<file path="src/rtl/core/gnam_pkg.sv">
// Shared constants and types for the grid neighbor adjacency mask block.
package gnam_pkg;

    localparam int MAX_WIDTH   = 256;
    localparam int MAX_HEIGHT  = 256;
    localparam int COL_W       = $clog2(MAX_WIDTH);
    localparam int ROW_W       = $clog2(MAX_HEIGHT);

    localparam int SIZE_W      = 9;
    localparam int TILE_W      = 8;
    localparam int COORD_W     = 8;
    localparam int MASK_W      = 8;
    localparam int DEG_W       = 4;
    localparam int VSUM_W      = 17;
    localparam int DSUM_W      = 20;
    localparam int CFG_INDEX_W = 3;
    localparam int CFG_DATA_W  = 9;

    localparam logic [SIZE_W-1:0] WIDTH_MAX   = SIZE_W'(MAX_WIDTH);
    localparam logic [SIZE_W-1:0] HEIGHT_MAX  = SIZE_W'(MAX_HEIGHT);
    localparam logic [TILE_W-1:0] ROCK_RESET   = 8'd1;
    localparam logic [TILE_W-1:0] WATER_RESET  = 8'd2;
    localparam logic [TILE_W-1:0] CRATER_RESET = 8'd3;

    typedef enum logic [CFG_INDEX_W-1:0] {
        REG_GRID_WIDTH  = 3'd0,
        REG_GRID_HEIGHT = 3'd1,
        REG_ROCK_CODE   = 3'd2,
        REG_WATER_CODE  = 3'd3,
        REG_CRATER_CODE = 3'd4
    } cfg_reg_t;

    // Pending result slots of one input, in emission order.
    typedef enum logic [1:0] {
        SLOT_UPPER_PREV = 2'd0,
        SLOT_UPPER_EDGE = 2'd1,
        SLOT_LOWER_PREV = 2'd2,
        SLOT_LOWER_EDGE = 2'd3
    } slot_t;

endpackage

</file>
<file path="src/rtl/core/gnam_if.sv">
// Request channels of the grid neighbor adjacency mask block.
interface gnam_tile_if;
    logic                        valid;
    logic                        ready;
    logic [gnam_pkg::TILE_W-1:0] tile;

    modport source (output valid, output tile, input ready);
    modport sink   (input valid, input tile, output ready);
endinterface

interface gnam_result_if;
    logic                         valid;
    logic                         ready;
    logic [gnam_pkg::COORD_W-1:0] cell_row;
    logic [gnam_pkg::COORD_W-1:0] cell_col;
    logic                         passable;
    logic [gnam_pkg::MASK_W-1:0]  neighbor_mask;
    logic [gnam_pkg::DEG_W-1:0]   degree;
    logic [gnam_pkg::VSUM_W-1:0]  vertex_total;
    logic [gnam_pkg::DSUM_W-1:0]  degree_total;
    logic                         last;

    modport source (output valid, output cell_row, output cell_col, output passable,
                    output neighbor_mask, output degree, output vertex_total,
                    output degree_total, output last, input ready);
    modport sink   (input valid, input cell_row, input cell_col, input passable,
                    input neighbor_mask, input degree, input vertex_total,
                    input degree_total, input last, output ready);
endinterface

</file>
<file path="src/rtl/core/grid_neighbor_adjacency_mask.sv">
// Top level: 8-connected neighbor masks of a tile map streamed in raster order.
//
// Tiles arrive one request at a time on the tiles channel (valid/ready), row-major,
// grid_height rows of grid_width columns. Each result on the results channel
// describes one cell: its passability, its mask of passable neighbors, its degree
// and the running vertex and degree totals. Results lag the input by one row and
// one column; the right edge and the bottom row are flushed, so a tile request
// yields zero to four results. The configuration port must be written only while
// idle; the block does not enforce this. An accepted tile reads the line store (a
// 256 x 2 bit synchronous memory) in the next stage, updates it and the 3x3 window,
// and hands its results to an emitter. Throughput is one tile per cycle while each
// tile yields at most one result and the receiver does not stall; a tile that yields
// several results, as on the bottom row, holds the memory stage while the single
// output register takes them one by one. Back-to-back reads of the same line store
// entry (a one-column grid) take the just-written value by forwarding. When the
// receiver stalls, the result holds in the output register and the pipeline backs up
// to the tiles channel. Reset clears position, window and totals and loads the
// default configuration; the line store is not cleared, since rows that do not exist
// yet are masked. After the last cell both totals restart.
module grid_neighbor_adjacency_mask (
    input  logic                             clk,
    input  logic                             rst_n,
    input  logic                             cfg_write,
    input  logic [gnam_pkg::CFG_INDEX_W-1:0] cfg_index,
    input  logic [gnam_pkg::CFG_DATA_W-1:0]  cfg_data,
    gnam_tile_if.sink                        tiles,
    gnam_result_if.source                    results
);
    import gnam_pkg::*;

    // Configuration
    logic [SIZE_W-1:0] width_reg;
    logic [SIZE_W-1:0] height_reg;
    logic [TILE_W-1:0] rock_reg;
    logic [TILE_W-1:0] water_reg;
    logic [TILE_W-1:0] crater_reg;
    logic [SIZE_W-1:0] width_eff;
    logic [SIZE_W-1:0] height_eff;

    // Input stage
    logic [ROW_W-1:0]  row_reg;
    logic [COL_W-1:0]  col_reg;
    logic              in_fire;
    logic              in_pass;
    logic              in_end_row;
    logic              in_last_row;

    // Memory stage
    logic [1:0]        line_mem [MAX_WIDTH];
    logic [1:0]        rd_data_reg;
    logic              fwd_reg;
    logic [1:0]        fwd_data_reg;
    logic              b_valid_reg;
    logic              b_pass_reg;
    logic [ROW_W-1:0]  b_row_reg;
    logic [COL_W-1:0]  b_col_reg;
    logic              b_end_row_reg;
    logic              b_last_row_reg;
    logic              b_fire;
    logic [1:0]        ls;
    logic [1:0]        ls_wr;
    logic [2:0]        col_bits;
    logic [8:0]        window_reg;
    logic [8:0]        window_next;
    logic [3:0]        todo_new;

    // Emitter
    logic [3:0]        todo_reg;
    logic [3:0]        todo_after;
    logic [2:0]        bund_west_reg;
    logic [2:0]        bund_ctr_reg;
    logic [2:0]        bund_east_reg;
    logic [ROW_W-1:0]  bund_row_reg;
    logic [COL_W-1:0]  bund_col_reg;
    logic              out_free;
    logic              emit;
    slot_t             sel;
    logic [3:0]        e_ctr;
    logic [3:0]        e_west;
    logic [3:0]        e_east;
    logic [1:0]        e_k;
    logic [ROW_W-1:0]  e_row;
    logic [COL_W-1:0]  e_col;
    logic              e_last;
    logic              e_self;
    logic [MASK_W-1:0] e_mask;
    logic [DEG_W-1:0]  e_deg;
    logic [VSUM_W-1:0] vsum_reg;
    logic [DSUM_W-1:0] dsum_reg;
    logic [VSUM_W-1:0] vsum_next;
    logic [DSUM_W-1:0] dsum_next;

    // Output register
    logic              out_valid_reg;
    logic [COORD_W-1:0] out_row_reg;
    logic [COORD_W-1:0] out_col_reg;
    logic              out_pass_reg;
    logic [MASK_W-1:0] out_mask_reg;
    logic [DEG_W-1:0]  out_deg_reg;
    logic [VSUM_W-1:0] out_vsum_reg;
    logic [DSUM_W-1:0] out_dsum_reg;
    logic              out_last_reg;

    //------------------------------------------------------------------
    // Configuration registers
    //------------------------------------------------------------------
    always_ff @(posedge clk or negedge rst_n)
    begin
        if (!rst_n)
        begin
            width_reg  <= WIDTH_MAX;
            height_reg <= HEIGHT_MAX;
            rock_reg   <= ROCK_RESET;
            water_reg  <= WATER_RESET;
            crater_reg <= CRATER_RESET;
        end
        else if (cfg_write)
        begin
            case (cfg_index)
                REG_GRID_WIDTH:  width_reg  <= cfg_data;
                REG_GRID_HEIGHT: height_reg <= cfg_data;
                REG_ROCK_CODE:   rock_reg   <= cfg_data[TILE_W-1:0];
                REG_WATER_CODE:  water_reg  <= cfg_data[TILE_W-1:0];
                REG_CRATER_CODE: crater_reg <= cfg_data[TILE_W-1:0];
                default:         ;
            endcase
        end
    end

    always_comb
    begin
        if (width_reg == '0)
            width_eff = SIZE_W'(1);
        else if (width_reg > WIDTH_MAX)
            width_eff = WIDTH_MAX;
        else
            width_eff = width_reg;

        if (height_reg == '0)
            height_eff = SIZE_W'(1);
        else if (height_reg > HEIGHT_MAX)
            height_eff = HEIGHT_MAX;
        else
            height_eff = height_reg;
    end

    //------------------------------------------------------------------
    // Input stage: raster position and passability
    //------------------------------------------------------------------
    assign in_fire     = tiles.valid && tiles.ready;
    assign in_pass     = (tiles.tile != rock_reg) && (tiles.tile != water_reg)
                         && (tiles.tile != crater_reg);
    assign in_end_row  = (SIZE_W'(col_reg) + SIZE_W'(1)) >= width_eff;
    assign in_last_row = (SIZE_W'(row_reg) + SIZE_W'(1)) >= height_eff;

    always_ff @(posedge clk or negedge rst_n)
    begin
        if (!rst_n)
        begin
            row_reg <= '0;
            col_reg <= '0;
        end
        else if (in_fire)
        begin
            if (in_end_row)
            begin
                col_reg <= '0;
                row_reg <= in_last_row ? '0 : row_reg + ROW_W'(1);
            end
            else
            begin
                col_reg <= col_reg + COL_W'(1);
            end
        end
    end

    //------------------------------------------------------------------
    // Line store: read on accept, written when the item leaves the stage
    //------------------------------------------------------------------
    always_ff @(posedge clk)
    begin
        if (in_fire)
            rd_data_reg <= line_mem[col_reg];
        if (b_fire)
            line_mem[b_col_reg] <= ls_wr;
    end

    always_ff @(posedge clk or negedge rst_n)
    begin
        if (!rst_n)
        begin
            fwd_reg     <= 1'b0;
            b_valid_reg <= 1'b0;
        end
        else
        begin
            // A read that meets the write of the same entry in one cycle sees old data.
            if (in_fire)
                fwd_reg <= b_fire && (col_reg == b_col_reg);
            if (in_fire)
                b_valid_reg <= 1'b1;
            else if (b_fire)
                b_valid_reg <= 1'b0;
        end
    end

    always_ff @(posedge clk)
    begin
        if (in_fire)
        begin
            fwd_data_reg   <= ls_wr;
            b_pass_reg     <= in_pass;
            b_row_reg      <= row_reg;
            b_col_reg      <= col_reg;
            b_end_row_reg  <= in_end_row;
            b_last_row_reg <= in_last_row;
        end
    end

    assign ls    = fwd_reg ? fwd_data_reg : rd_data_reg;
    assign ls_wr = {ls[0], b_pass_reg};

    // Column bits: bit0 two rows up, bit1 one row up, bit2 current row.
    always_comb
    begin
        col_bits[0] = ls[1] && (b_row_reg > ROW_W'(1));
        col_bits[1] = ls[0] && (b_row_reg != '0);
        col_bits[2] = b_pass_reg;

        if (b_col_reg == '0)
            window_next = {col_bits, 6'b0};
        else
            window_next = {col_bits, window_reg[8:3]};

        todo_new[0] = (b_row_reg != '0) && (b_col_reg != '0);
        todo_new[1] = (b_row_reg != '0) && b_end_row_reg;
        todo_new[2] = b_last_row_reg && (b_col_reg != '0);
        todo_new[3] = b_last_row_reg && b_end_row_reg;
    end

    always_ff @(posedge clk or negedge rst_n)
    begin
        if (!rst_n)
            window_reg <= '0;
        else if (b_fire)
            window_reg <= (b_last_row_reg && b_end_row_reg) ? '0 : window_next;
    end

    always_ff @(posedge clk)
    begin
        if (b_fire)
        begin
            bund_west_reg <= window_next[2:0];
            bund_ctr_reg  <= window_next[5:3];
            bund_east_reg <= window_next[8:6];
            bund_row_reg  <= b_row_reg;
            bund_col_reg  <= b_col_reg;
        end
    end

    //------------------------------------------------------------------
    // Emitter: one result per cycle when not stalled, from the pending slots, lowest first
    //------------------------------------------------------------------
    assign out_free   = !out_valid_reg || results.ready;
    assign emit       = (todo_reg != '0) && out_free;
    assign todo_after = emit ? (todo_reg & (todo_reg - 4'd1)) : todo_reg;
    assign b_fire     = b_valid_reg && (todo_after == '0);
    assign tiles.ready = !b_valid_reg || b_fire;

    always_ff @(posedge clk or negedge rst_n)
    begin
        if (!rst_n)
            todo_reg <= '0;
        else
            todo_reg <= b_fire ? todo_new : todo_after;
    end

    always_comb
    begin
        if (todo_reg[0])
            sel = SLOT_UPPER_PREV;
        else if (todo_reg[1])
            sel = SLOT_UPPER_EDGE;
        else if (todo_reg[2])
            sel = SLOT_LOWER_PREV;
        else
            sel = SLOT_LOWER_EDGE;

        case (sel)
            SLOT_UPPER_PREV:
            begin
                e_ctr  = {1'b0, bund_ctr_reg};
                e_west = {1'b0, bund_west_reg};
                e_east = {1'b0, bund_east_reg};
                e_k    = 2'd1;
                e_row  = bund_row_reg - ROW_W'(1);
                e_col  = bund_col_reg - COL_W'(1);
                e_last = 1'b0;
            end
            SLOT_UPPER_EDGE:
            begin
                e_ctr  = {1'b0, bund_east_reg};
                e_west = {1'b0, bund_ctr_reg};
                e_east = '0;
                e_k    = 2'd1;
                e_row  = bund_row_reg - ROW_W'(1);
                e_col  = bund_col_reg;
                e_last = 1'b0;
            end
            SLOT_LOWER_PREV:
            begin
                e_ctr  = {1'b0, bund_ctr_reg};
                e_west = {1'b0, bund_west_reg};
                e_east = {1'b0, bund_east_reg};
                e_k    = 2'd2;
                e_row  = bund_row_reg;
                e_col  = bund_col_reg - COL_W'(1);
                e_last = 1'b0;
            end
            default:
            begin
                e_ctr  = {1'b0, bund_east_reg};
                e_west = {1'b0, bund_ctr_reg};
                e_east = '0;
                e_k    = 2'd2;
                e_row  = bund_row_reg;
                e_col  = bund_col_reg;
                e_last = 1'b1;
            end
        endcase

        e_self = e_ctr[e_k];
        e_mask[0] = e_east[e_k];
        e_mask[1] = e_west[e_k];
        e_mask[2] = e_ctr[e_k + 2'd1];
        e_mask[3] = e_ctr[e_k - 2'd1];
        e_mask[4] = e_east[e_k + 2'd1];
        e_mask[5] = e_west[e_k + 2'd1];
        e_mask[6] = e_east[e_k - 2'd1];
        e_mask[7] = e_west[e_k - 2'd1];
        if (!e_self)
            e_mask = '0;

        e_deg = '0;
        for (int i = 0; i < MASK_W; i++)
            e_deg = e_deg + DEG_W'(e_mask[i]);

        vsum_next = vsum_reg + VSUM_W'(e_deg != '0);
        dsum_next = dsum_reg + DSUM_W'(e_deg);
    end

    always_ff @(posedge clk or negedge rst_n)
    begin
        if (!rst_n)
        begin
            vsum_reg      <= '0;
            dsum_reg      <= '0;
            out_valid_reg <= 1'b0;
        end
        else
        begin
            if (emit)
            begin
                vsum_reg <= e_last ? '0 : vsum_next;
                dsum_reg <= e_last ? '0 : dsum_next;
            end
            if (emit)
                out_valid_reg <= 1'b1;
            else if (results.ready)
                out_valid_reg <= 1'b0;
        end
    end

    always_ff @(posedge clk)
    begin
        if (emit)
        begin
            out_row_reg  <= COORD_W'(e_row);
            out_col_reg  <= COORD_W'(e_col);
            out_pass_reg <= e_self;
            out_mask_reg <= e_mask;
            out_deg_reg  <= e_deg;
            out_vsum_reg <= vsum_next;
            out_dsum_reg <= dsum_next;
            out_last_reg <= e_last;
        end
    end

    assign results.valid         = out_valid_reg;
    assign results.cell_row      = out_row_reg;
    assign results.cell_col      = out_col_reg;
    assign results.passable      = out_pass_reg;
    assign results.neighbor_mask = out_mask_reg;
    assign results.degree        = out_deg_reg;
    assign results.vertex_total  = out_vsum_reg;
    assign results.degree_total  = out_dsum_reg;
    assign results.last          = out_last_reg;

`ifndef SYNTHESIS
    // Totals restart once the final cell of the grid has been emitted.
    assert property (@(posedge clk) disable iff (!rst_n)
        (emit && e_last) |=> (vsum_reg == '0 && dsum_reg == '0))
        else $error("running totals not cleared after the last cell");

    // The degree always matches the population of the mask.
    assert property (@(posedge clk) disable iff (!rst_n)
        results.valid |-> (results.degree == DEG_W'($countones(results.neighbor_mask))))
        else $error("degree does not match neighbor mask");

    // A blocked cell reports no neighbors.
    assert property (@(posedge clk) disable iff (!rst_n)
        (results.valid && !results.passable) |-> (results.neighbor_mask == '0))
        else $error("blocked cell reports passable neighbors");

    // The memory stage never releases its item while the emitter still has slots left
    // after the emission of this cycle.
    assert property (@(posedge clk) disable iff (!rst_n)
        b_fire |-> (todo_after == '0))
        else $error("memory stage released over pending results");
`endif

endmodule

</file>
<file path="src/flat_wrapper.sv">
// flat-port wrapper written by rule: the top's interface ports become plain ports
module grid_neighbor_adjacency_mask_flat import gnam_pkg::*;
  (clk, rst_n, cfg_write, cfg_index, cfg_data, tiles_valid, tiles_tile, tiles_ready, results_valid, results_cell_row, results_cell_col, results_passable, results_neighbor_mask, results_degree, results_vertex_total, results_degree_total, results_last, results_ready);
  gnam_tile_if tiles_i ();
  gnam_result_if results_i ();
  input  logic clk;
  input  logic rst_n;
  input  logic cfg_write;
  input  logic [gnam_pkg::CFG_INDEX_W-1:0] cfg_index;
  input  logic [gnam_pkg::CFG_DATA_W-1:0] cfg_data;
  input wire logic [$bits(tiles_i.valid)-1:0] tiles_valid;
  input wire logic [$bits(tiles_i.tile)-1:0] tiles_tile;
  output wire logic [$bits(tiles_i.ready)-1:0] tiles_ready;
  output wire logic [$bits(results_i.valid)-1:0] results_valid;
  output wire logic [$bits(results_i.cell_row)-1:0] results_cell_row;
  output wire logic [$bits(results_i.cell_col)-1:0] results_cell_col;
  output wire logic [$bits(results_i.passable)-1:0] results_passable;
  output wire logic [$bits(results_i.neighbor_mask)-1:0] results_neighbor_mask;
  output wire logic [$bits(results_i.degree)-1:0] results_degree;
  output wire logic [$bits(results_i.vertex_total)-1:0] results_vertex_total;
  output wire logic [$bits(results_i.degree_total)-1:0] results_degree_total;
  output wire logic [$bits(results_i.last)-1:0] results_last;
  input wire logic [$bits(results_i.ready)-1:0] results_ready;
  assign tiles_i.valid = tiles_valid;
  assign tiles_i.tile = tiles_tile;
  assign tiles_ready = tiles_i.ready;
  assign results_valid = results_i.valid;
  assign results_cell_row = results_i.cell_row;
  assign results_cell_col = results_i.cell_col;
  assign results_passable = results_i.passable;
  assign results_neighbor_mask = results_i.neighbor_mask;
  assign results_degree = results_i.degree;
  assign results_vertex_total = results_i.vertex_total;
  assign results_degree_total = results_i.degree_total;
  assign results_last = results_i.last;
  assign results_i.ready = results_ready;
  grid_neighbor_adjacency_mask u_core (.clk(clk), .rst_n(rst_n), .cfg_write(cfg_write), .cfg_index(cfg_index), .cfg_data(cfg_data), .tiles(tiles_i), .results(results_i));
endmodule
</file>
<file path="config.mk">
export PLATFORM = sky130hd
export DESIGN_NAME = grid_neighbor_adjacency_mask_flat
export DESIGN_NICKNAME = d
export VERILOG_FILES = /design/src/rtl/core/gnam_pkg.sv /design/src/rtl/core/gnam_if.sv /design/src/rtl/core/grid_neighbor_adjacency_mask.sv /design/src/flat_wrapper.sv
export SDC_FILE = /design/constraint.sdc
export NUM_CORES = 1
export LEC_CHECK = 0
export ABC_AREA = 1
export BUFFER_PORTS_ARGS = -buffer_cell sky130_fd_sc_hd__buf_4
export CORE_UTILIZATION = 35
export DETAILED_ROUTE_END_ITERATION = 8
export GPL_TIMING_DRIVEN = 1
export HOLD_SLACK_MARGIN = 0.12
export PLACE_DENSITY_LB_ADDON = 0.3
export SLEW_MARGIN = 20
export SYNTH_ARGS = -nofsm -noshare
export SYNTH_HDL_FRONTEND = slang
export SYNTH_SLANG_ARGS = --single-unit
export TNS_END_PERCENT = 5
</file>
<file path="constraint.sdc">
create_clock -name clk -period 6.4 [get_ports clk]
set_input_delay 1.28 -clock clk [delete_from_list [all_inputs] [get_ports clk]]
set_output_delay 1.28 -clock clk [all_outputs]
set_load 0.01 [all_outputs]
</file>
-- Word level (Yosys, flattened, before mapping)
Memories as Yosys holds them, arrays and structs flattened. A register that Yosys moved wholly into a read port is not among the register bits.
Index checks and enable logic that the tools add are counted.
- bits in registers: 224
- memory bits (writable): 512
- input bits: 25
- output and inout bits: 69
- logic and storage cells: 156
- memories: 1
- memories (memory ; words ; width ; read ports ; clocked after memory_dff ; wr ports ; RTL line ; text):
    u_core.line_mem ; 256 ; 2 ; 1 ; 1 ; 1 ; grid_neighbor_adjacency_mask.sv:49 ; logic [1:0] line_mem [MAX_WIDTH];
- add/subtract/negate cells: 18
- magnitude comparators: 8
- equal/unequal tests: 10
- multiplexer cells: 48
- bitwise logic cells: 1
- reduce and logical (&&, ||, !) cells: 37
- operators with widths (operator ; number):
    9-bit two-way mux ; 5
    8-bit two-way mux ; 5
    4-bit by 1-bit adder with 4-bit output ; 6
    8-bit inequality test ; 3
    20-bit by 4-bit adder with 20-bit output ; 1
    20-bit two-way mux ; 1
    8-bit by 1-bit adder with 9-bit output (second input constant) ; 2
    1-bit binary-select mux with 2-bit select ; 9
    9-bit >= comparator ; 2
    9-bit > comparator (second input constant) ; 2
    9-bit zero test ; 2
    17-bit by 1-bit adder with 17-bit output ; 1
    1-bit two-way mux ; 17
    17-bit two-way mux ; 1
    8-bit by 1-bit adder with 8-bit output (second input constant) ; 2
    8-bit nonzero test ; 2
    8-bit by 1-bit subtractor with 8-bit output (second input constant) ; 2
    1-bit logical AND ; 12
    2-bit AND reduction ; 6
    2-bit by 3-bit < comparator with 1-bit output (second input constant) ; 3
    3-bit two-way mux ; 3
    8-bit equality test ; 1
    8-bit by 1-bit > comparator with 1-bit output (second input constant) ; 1
    8-bit zero test ; 1
    22 further kinds ; 32

-- Depth between registers and ports, before layout
Gate-level depths: netlist of run 1.
- depth in word-level cells: 20
- depth in mapped cells: 30

-- Worst setup path before layout of run 1
Ideal clock, no wire load.
- path kind: reg-to-reg
- start: reg u_core.todo_reg[2]
- end: reg u_core.out_dsum_reg[18] (netlist: u_core.results.degree_total[18]) (data pin)
- setup time: 0.255 ns
- data arrival time: 5.105 ns
- required time: 6.145 ns
- setup slack: 1.041 ns
- stages on the path, launching flop included: 25
- path buffers: 0
- period minus slack after synthesis: 5.359 ns
- cells stage by stage: dfrtp_1 > a21oi_2 > inv_2 > nand2_1 > o21ai_0 > nor2_1 > nor2_1 > a211oi_1 > ha_1 > inv_1 > fa_1 > fa_1 > fa_1 > fa_1 > xor2_1 > inv_1 > ha_1 > nand3_1 > nand3_1 > nand2_1 > nor3_1 > nand4_1 > nor2_1 > nand3_1 > and2_1
- cells in the longest elaborated chain, start to end: 17
- elaborated cells on any way between the ends: 41
- those cells by class: 10 x add/sub; 2 x eq/ne; 26 x mux; 3 x reduce/logical
- RTL lines (element ; RTL line ; text):
    from (decl) ; grid_neighbor_adjacency_mask.sv:68 ; logic [3:0] todo_reg;
    from (signal assigned) ; grid_neighbor_adjacency_mask.sv:275 ; todo_reg <= b_fire ? todo_new : todo_after;
    1-bit two-way mux * ; grid_neighbor_adjacency_mask.sv:284 ; else if (todo_reg[2])
    2-bit two-way mux * ; grid_neighbor_adjacency_mask.sv:282 ; else if (todo_reg[1])
    2-bit two-way mux * ; grid_neighbor_adjacency_mask.sv:280 ; if (todo_reg[0])
    2-bit equality test (tied with other cells) ; grid_neighbor_adjacency_mask.sv:289 ; case (sel)
    2-bit OR reduction (no source line) ; -- ;
    3-bit two-way mux or 2-bit two-way mux (tied branches) ; grid_neighbor_adjacency_mask.sv:289 ;
    1-bit binary-select mux with 2-bit select (on tied branches) ; grid_neighbor_adjacency_mask.sv:333, grid_neighbor_adjacency_mask.sv:332 ;
    1-bit two-way mux (on tied branches) ; grid_neighbor_adjacency_mask.sv:333, grid_neighbor_adjacency_mask.sv:332 ;
    8-bit two-way mux * ; grid_neighbor_adjacency_mask.sv:341 ; if (!e_self)
    via u_core.e_mask[0] ; grid_neighbor_adjacency_mask.sv:86 ; logic [MASK_W-1:0] e_mask;
    1-bit by 1-bit adder with 2-bit output * ; grid_neighbor_adjacency_mask.sv:346 ; e_deg = e_deg + DEG_W'(e_mask[i]);
    4-bit by 1-bit adder with 4-bit output * (6 in series) ; grid_neighbor_adjacency_mask.sv:346 ;
    via u_core.e_deg[2] ; grid_neighbor_adjacency_mask.sv:87 ; logic [DEG_W-1:0] e_deg;
    20-bit by 4-bit adder with 20-bit output * ; grid_neighbor_adjacency_mask.sv:349 ; dsum_next = dsum_reg + DSUM_W'(e_deg);
    via u_core.dsum_next[18] ; grid_neighbor_adjacency_mask.sv:91 ; logic [DSUM_W-1:0] dsum_next;
    to (signal assigned) ; grid_neighbor_adjacency_mask.sv:384 ; out_dsum_reg <= dsum_next;
    to (decl) ; grid_neighbor_adjacency_mask.sv:101 ; logic [DSUM_W-1:0] out_dsum_reg;
The timed path passes the listed nets; every way through them passes the cells marked *. The select of a mux whose other input is x is not followed.
A chain may end at the register's enable or synchronous reset.

-- Worst setup path after layout of run 1
Ends and elaborated chain as after synthesis.

==> impl_metrics.toml, run 1 <==
[status]
status = "finished clean"

[routing]
drtIter0Drc = 1723
avgRoutedWirePerCell_um = 18.3
drc_errors = 0
antenna_left = 0
vias_per_cell = 5.05
wl_um = 78400
route.vias.total = 21621
drtPass1Iterations = 5

[logic_synthesis]
synth-seq-cells = 735
synthXorXnorAreaFrac = 0.0188
synth-simple-area-share = 0.232
ys_seq_area_frac = 0.671
synth_compound_area_frac = 0.0251
synth_top_family_by_area = "simple AND/OR/NAND/NOR gates"
async_flop_share = 0.147
postSynthAreaPerCell_um2 = 10.7
synthMuxAreaShare = 0.000624
synthAdderAreaFrac = 0.0152
syn_inst = 3006
synth_flop_cell = "edfxtp_1"
synth_edf_count = 627
ys_types = 44
synth_area_um2 = 32100
synth_fp_nets = 3067
yosys_warnings = 0

[setup_path]
slowest_stage = "fa_1"
cp.arrival_ps = 6280
worstSetupStartpointType = "flop"
slowest_delay_ps = 460
worst_path_most_repeated_cell = "fa_1"
path_max_fanout = 10
crit_type = "flop to flop"
path_cells = "a21oi_4 > inv_2 > nand2_1 > o21ai_0 > nor2_1 > nor2_1 > a211oi_1 > ha_1 > inv_1 > fa_1 > fa_1 > fa_1 > fa_1 > xor2_1 > inv_1 > ha_1 > nand3_1 > nand3_1 > nand2_1 > nor3_2 > nand4_1 > nor2_1 > nand3_1 > and2_1"
worstPathRequired_ps = 6790
critPathCaptureType = "flop"

[global_routing]
antenna_found_initial = 0
grt_pass1_vias = 21376
grt_max_degree = 218
grt.overflow.total = 0
grt_pass1_wl_um = 121000
grt_usage = 0.169

[finish]
nets = 3103
area_delta_synth_final_pct = 13.5
drive_gt1_frac = 0.0901
diodes = 0
largest_reg_flops = 512
nFillCells = 8713

[sta]
layout_setup_ws_ps = 511
slew_headroom = 0.266
period_needed_ps = 5890
final.setup.tns_ps = 0
final_max_slew_viol_count = 0
min_period_over_period = 0.920
setup_violations = 0
fmax_mhz = 170
rsz0062_at_grt = "no"
hold_viol_final = 0
worstMarginPinSlew_ps = 1100
skew_ps = 30.4
holdWs_ps = 453

[die]
core-area_um2 = 90400
initial_core_util = 0.355
row_count = 110
die_area_um2 = 92900
die_x_um = 305
die_height_um = 305
ioPinCount = 94

[clock_network]
post_cts_buffers = 0
clockRootBuffer = "clkbuf_16"
cts-resized-gates = 0
cts_sinks = 735
ctsLongestPathBuffers = 3
clock_latency_ps = 640
postCtsHoldBufs = 0
clkTransAtPathRegs_ps = 60
tritoncts = "yes"
htree_num_levels = 3
cts_inserted_buffers = 78

[power_and_ir_drop]
leakage_nw = 13.4
vdd_drop_max_mv = 0.377
finalPower_w = 0.0172
p_per_area_nw_per_um2 = 471

[placed_design]
place_ws_ps = 195
hpwl_um = 43900
portBuffers = 93
routabilityCongestion = 0.807

[run]
drv_cap = 0

[hold_path]
hold_path.class = "flop to flop"
-- through the flow --
stage | std cells | cell area [um2] | utilization
floorplan | 3006 | 32100 | -
global placement | 4138 | 33900 | 0.374
detailed placement | 4138 | 33900 | 0.374
CTS | 4283 | 36400 | 0.403
global route | 4283 | 36400 | 0.403
finish | 4283 | 36400 | 0.403
-- layer usage --
layer  track usage  share of wire  wire length (um)
met5             0              0                 0
met4        0.0563          0.028              2200
met3        0.0228          0.049              3880
met2         0.294           0.49             38700
met1         0.215           0.43             33700
-- Yosys cell counts, types with 14 or more instances --
cell type | instances | area (um2)
xor2_1 | 60 | 526
buf_1 | 21 | 78.8
o21ai_0 | 93 | 465
nand4_1 | 24 | 150
nand3_1 | 521 | 2610
clkbuf_1 | 117 | 439
nor2_1 | 323 | 1210
buf_2 | 23 | 115
inv_1 | 135 | 507
edfxtp_1 | 627 | 18800
a21oi_1 | 16 | 80.1
ha_1 | 31 | 388
dfrtp_1 | 102 | 2550
nor4_1 | 14 | 87.6
nand2_1 | 781 | 2930
nor3_1 | 20 | 100
-- cells in the final DEF, fill, tap and decap left out, types with 6 or more instances in the layout --
master,instances
a21oi_1,16
a22o_1,8
o22ai_1,11
edfxtp_1,627
nor4_1,14
ha_1,31
nand4_4,9
xnor2_1,9
dfstp_2,6
clkbuf_1,22
nor2_1,322
nand2_1,781
o21ai_0,93
nand4_1,24
nor3_1,19
clkinv_1,14
buf_4,117
nand3_1,521
inv_1,132
clkinv_2,14
dfrtp_1,99
xor2_1,60
or2_2,10
clkbuf_16,81
-- layout make-up --
| cell class | instances | area, um2 | area share |
|---|---|---|---|
| multi-input cells | 1964 | 9370 | 0.257 |
| inverters | 144 | 557 | 0.0153 |
| flip-flops and latches | 735 | 21500 | 0.592 |
| clock buffers | 105 | 2140 | 0.0587 |
| repair buffers | 119 | 918 | 0.0252 |
| clock inverters | 40 | 413 | 0.0113 |
| well taps | 1176 | 1470 | 0.0404 |
-- where the power goes --
group          internal [W]  switching, W  leakage [nW]
logic               0.00179       0.00403          5.14
registers           0.00637      0.000523          7.06
clock network       0.00255       0.00190          1.23
-- path summary, 6_finish.rpt --
path | from | endpoint | slack, ps | cells after the start
worst max-delay path | u_core.todo_reg[2] | u_core.results.degree_total[18] | 510 | 24
worst min-delay path | u_core.b_row_reg[0] | u_core.bund_row_reg[0] | 450 | 0
worst min register to register | u_core.b_row_reg[0] | u_core.bund_row_reg[0] | 450 | 0
max in group asynchronous | rst_n | u_core.crater_reg[3] | 4430 | 2
min in group asynchronous | rst_n | u_core.vsum_reg[16] | 680 | 1
worst max register to register | u_core.todo_reg[2] | u_core.results.degree_total[18] | 510 | 24
-- kinds of logic (layout without fill, tap and decap cells) --
logic type / after synthesis / in the layout
simple gates: 1714 / 1714
flops: 735 / 735
buf+inv: 307 / 408
compound gates: 143 / 143
xor+xnor: 69 / 69
fa+ha+maj: 36 / 36
mux: 2 / 2
-- worst max-delay path: cells and delay by family (launching register included) --
family,cells,cell delay (ps)
adders and majority gates,6,2360
and+or+nand+nor,11,1620
DFF,1,430
AOI/OAI and AO/OA,3,760
buffers and inverters,3,300
xor gates and xnor gates,1,190
(Power assumes the default switching activity.)
==> inputs of run 2 (changes only) <==
--- a/config.mk
+++ b/config.mk
@@ -7,6 +7,7 @@
 export LEC_CHECK = 0
 export ABC_AREA = 1
 export BUFFER_PORTS_ARGS = -buffer_cell sky130_fd_sc_hd__buf_4
+export CORE_ASPECT_RATIO = 0.7
 export CORE_UTILIZATION = 35
 export DETAILED_ROUTE_END_ITERATION = 8
 export GPL_TIMING_DRIVEN = 1
==> constraint.sdc (replaced) <==
create_clock -name clk -period 6.4 [get_ports clk]
set_input_delay 0.64 -clock clk [delete_from_list [all_inputs] [get_ports clk]]
set_output_delay 0.64 -clock clk [all_outputs]
set_load 0.01 [all_outputs]
==> impl_metrics.toml, run 2 (same netlist as run 1, synthesis figures left out) <==
[status]
status = "finished clean"

[setup_path]
crit_type = "flop to flop"
worstPathRequired_ps = 6890
cp_top_family = "adder cells"
worstSetupStartpointType = "flop"
critical_path_depth = 28
reg2reg_depth = 28
cp.arrival_ps = 6260
critPathCaptureType = "flop"
slowest_delay_ps = 470
rrSetupSlack_ps = 640
path_buf_inv = 5
slowest_stage = "fa_1"
path_max_fanout = 7

[hold_path]
hold_path.class = "input pin to flop"
hold_path_depth = 3

[routing]
route.vias.total = 21683
antenna_left = 0
drc_errors = 0
avgRoutedWirePerCell_um = 18.8
drtPass1Iterations = 5
wl_um = 81100
vias_per_cell = 5.03
drtIter0Drc = 2211

[clock_network]
clkTransAtPathRegs_ps = 70
clock_latency_ps = 650
cts_inserted_buffers = 70
htree_num_levels = 3
cts_sinks = 735
tritoncts = "yes"
ctsLongestPathBuffers = 3
post_cts_buffers = 0
clockRootBuffer = "clkbuf_16"

[placed_design]
hpwl_um = 45700
portBuffers = 93
dp_cells = 4187
routabilityCongestion = 0.780

[die]
die_x_um = 364
die_area_um2 = 92900
row_count = 92
initial_core_util = 0.355
core-area_um2 = 90400
die_height_um = 255
ioPinCount = 94

[global_routing]
antenna_found_initial = 1
grt_pass1_vias = 20396
grt.overflow.total = 0
grt_usage = 0.175
grt_pass1_wl_um = 125000
grt_max_degree = 103

[sta]
period_needed_ps = 5760
rsz0062_at_grt = "no"
min_period_over_period = 0.900
final.setup.tns_ps = 0
skew_ps = 25.3
final_max_slew_viol_count = 0
holdWs_ps = 279
slew_headroom = 0.316
worstMarginPinSlew_ps = 1030
setup_violations = 0
hold_viol_final = 0
fmax_mhz = 174

[power_and_ir_drop]
vdd_drop_max_mv = 0.346
leakage_nw = 13.3
p_per_area_nw_per_um2 = 466

[finish]
area_delta_synth_final_pct = 12.6
regArea_um2 = 21500
fin_cells = 4310
layout_commonest_cell = "nand2_1"
nFillCells = 8737
diodes = 0
nets = 3099
drive_gt1_frac = 0.0855
largest_reg_flops = 512
final_cell_mix = "781 x nand2_1, 627 x edfxtp_1, 521 x nand3_1"
multi_input_area_um2 = 9370

[run]
drv_cap = 0
run 2: changes by cell type in the layout (fill, tap and decap cells not counted), sizes merged:
cell / delta
clkinvlp: -1
clkbuf: -13
clkinv: -10
dlygate4sd3: +1
bufinv: +1
buf: +3
run 2: tightest hold or removal path, cell delays in order:
cell	delay, ps
buf_4	110
inv_1	70
o21ai_0	90
run 2: cell type report:
type / count / area share
Sequential cell: 735 / 0.596
Multi-Input combinational cell: 1964 / 0.259
Clock buffer: 92 / 0.0529
Tap cell: 1222 / 0.0423
Timing Repair Buffer: 123 / 0.0256
Inverter: 144 / 0.0154
Clock inverter: 30 / 0.00797
run 2: final timing paths:
path	startpoint	to
max	u_core.todo_reg[1]	u_core.vsum_reg[16]
min	cfg_data[8]	u_core.width_reg[8]
max reg2reg	u_core.todo_reg[1]	u_core.vsum_reg[16]
min reg2reg	u_core.b_row_reg[0]	u_core.bund_row_reg[0]
max in group asynchronous	rst_n	u_core.crater_reg[3]
min in group asynchronous	rst_n	u_core.dsum_reg[15]
run 2: metal layers:
metal / track usage / up-vias / wire [um] / share of wire
met5: 0 / - / 8 / 0.000099
met3: 0.0339 / 113 / 5230 / 0.064
met4: 0.0458 / 2 / 1740 / 0.021
met2: 0.259 / 639 / 35600 / 0.44
li1: - / 10436 / - / -
met1: 0.262 / 10493 / 38500 / 0.47
run 2: stage by stage:
stage	area (um2)	total power [W]	worst slack, ps	util
final	36100	0.0168	637	0.400
after global routing	36100	0.0178	101	0.400
after CTS	36100	0.0170	410	0.400
after detailed placement	33900	0.0128	440	0.375
after global placement	33900	0.0128	579	0.375
after floorplan	32100	0.0108	1040	-
run 2: repair_timing:
item | CTS | global route
setup endpoints to repair | 0 | 2
resized for setup | 0 | 2
hold endpoints to repair | 50 | 0
hold buffers | 1 | 0
run 2: where the power goes:
group	internal [W]	switching [W]
registers	0.00637	0.000481
logic	0.00179	0.00409
clock network	0.00231	0.00180
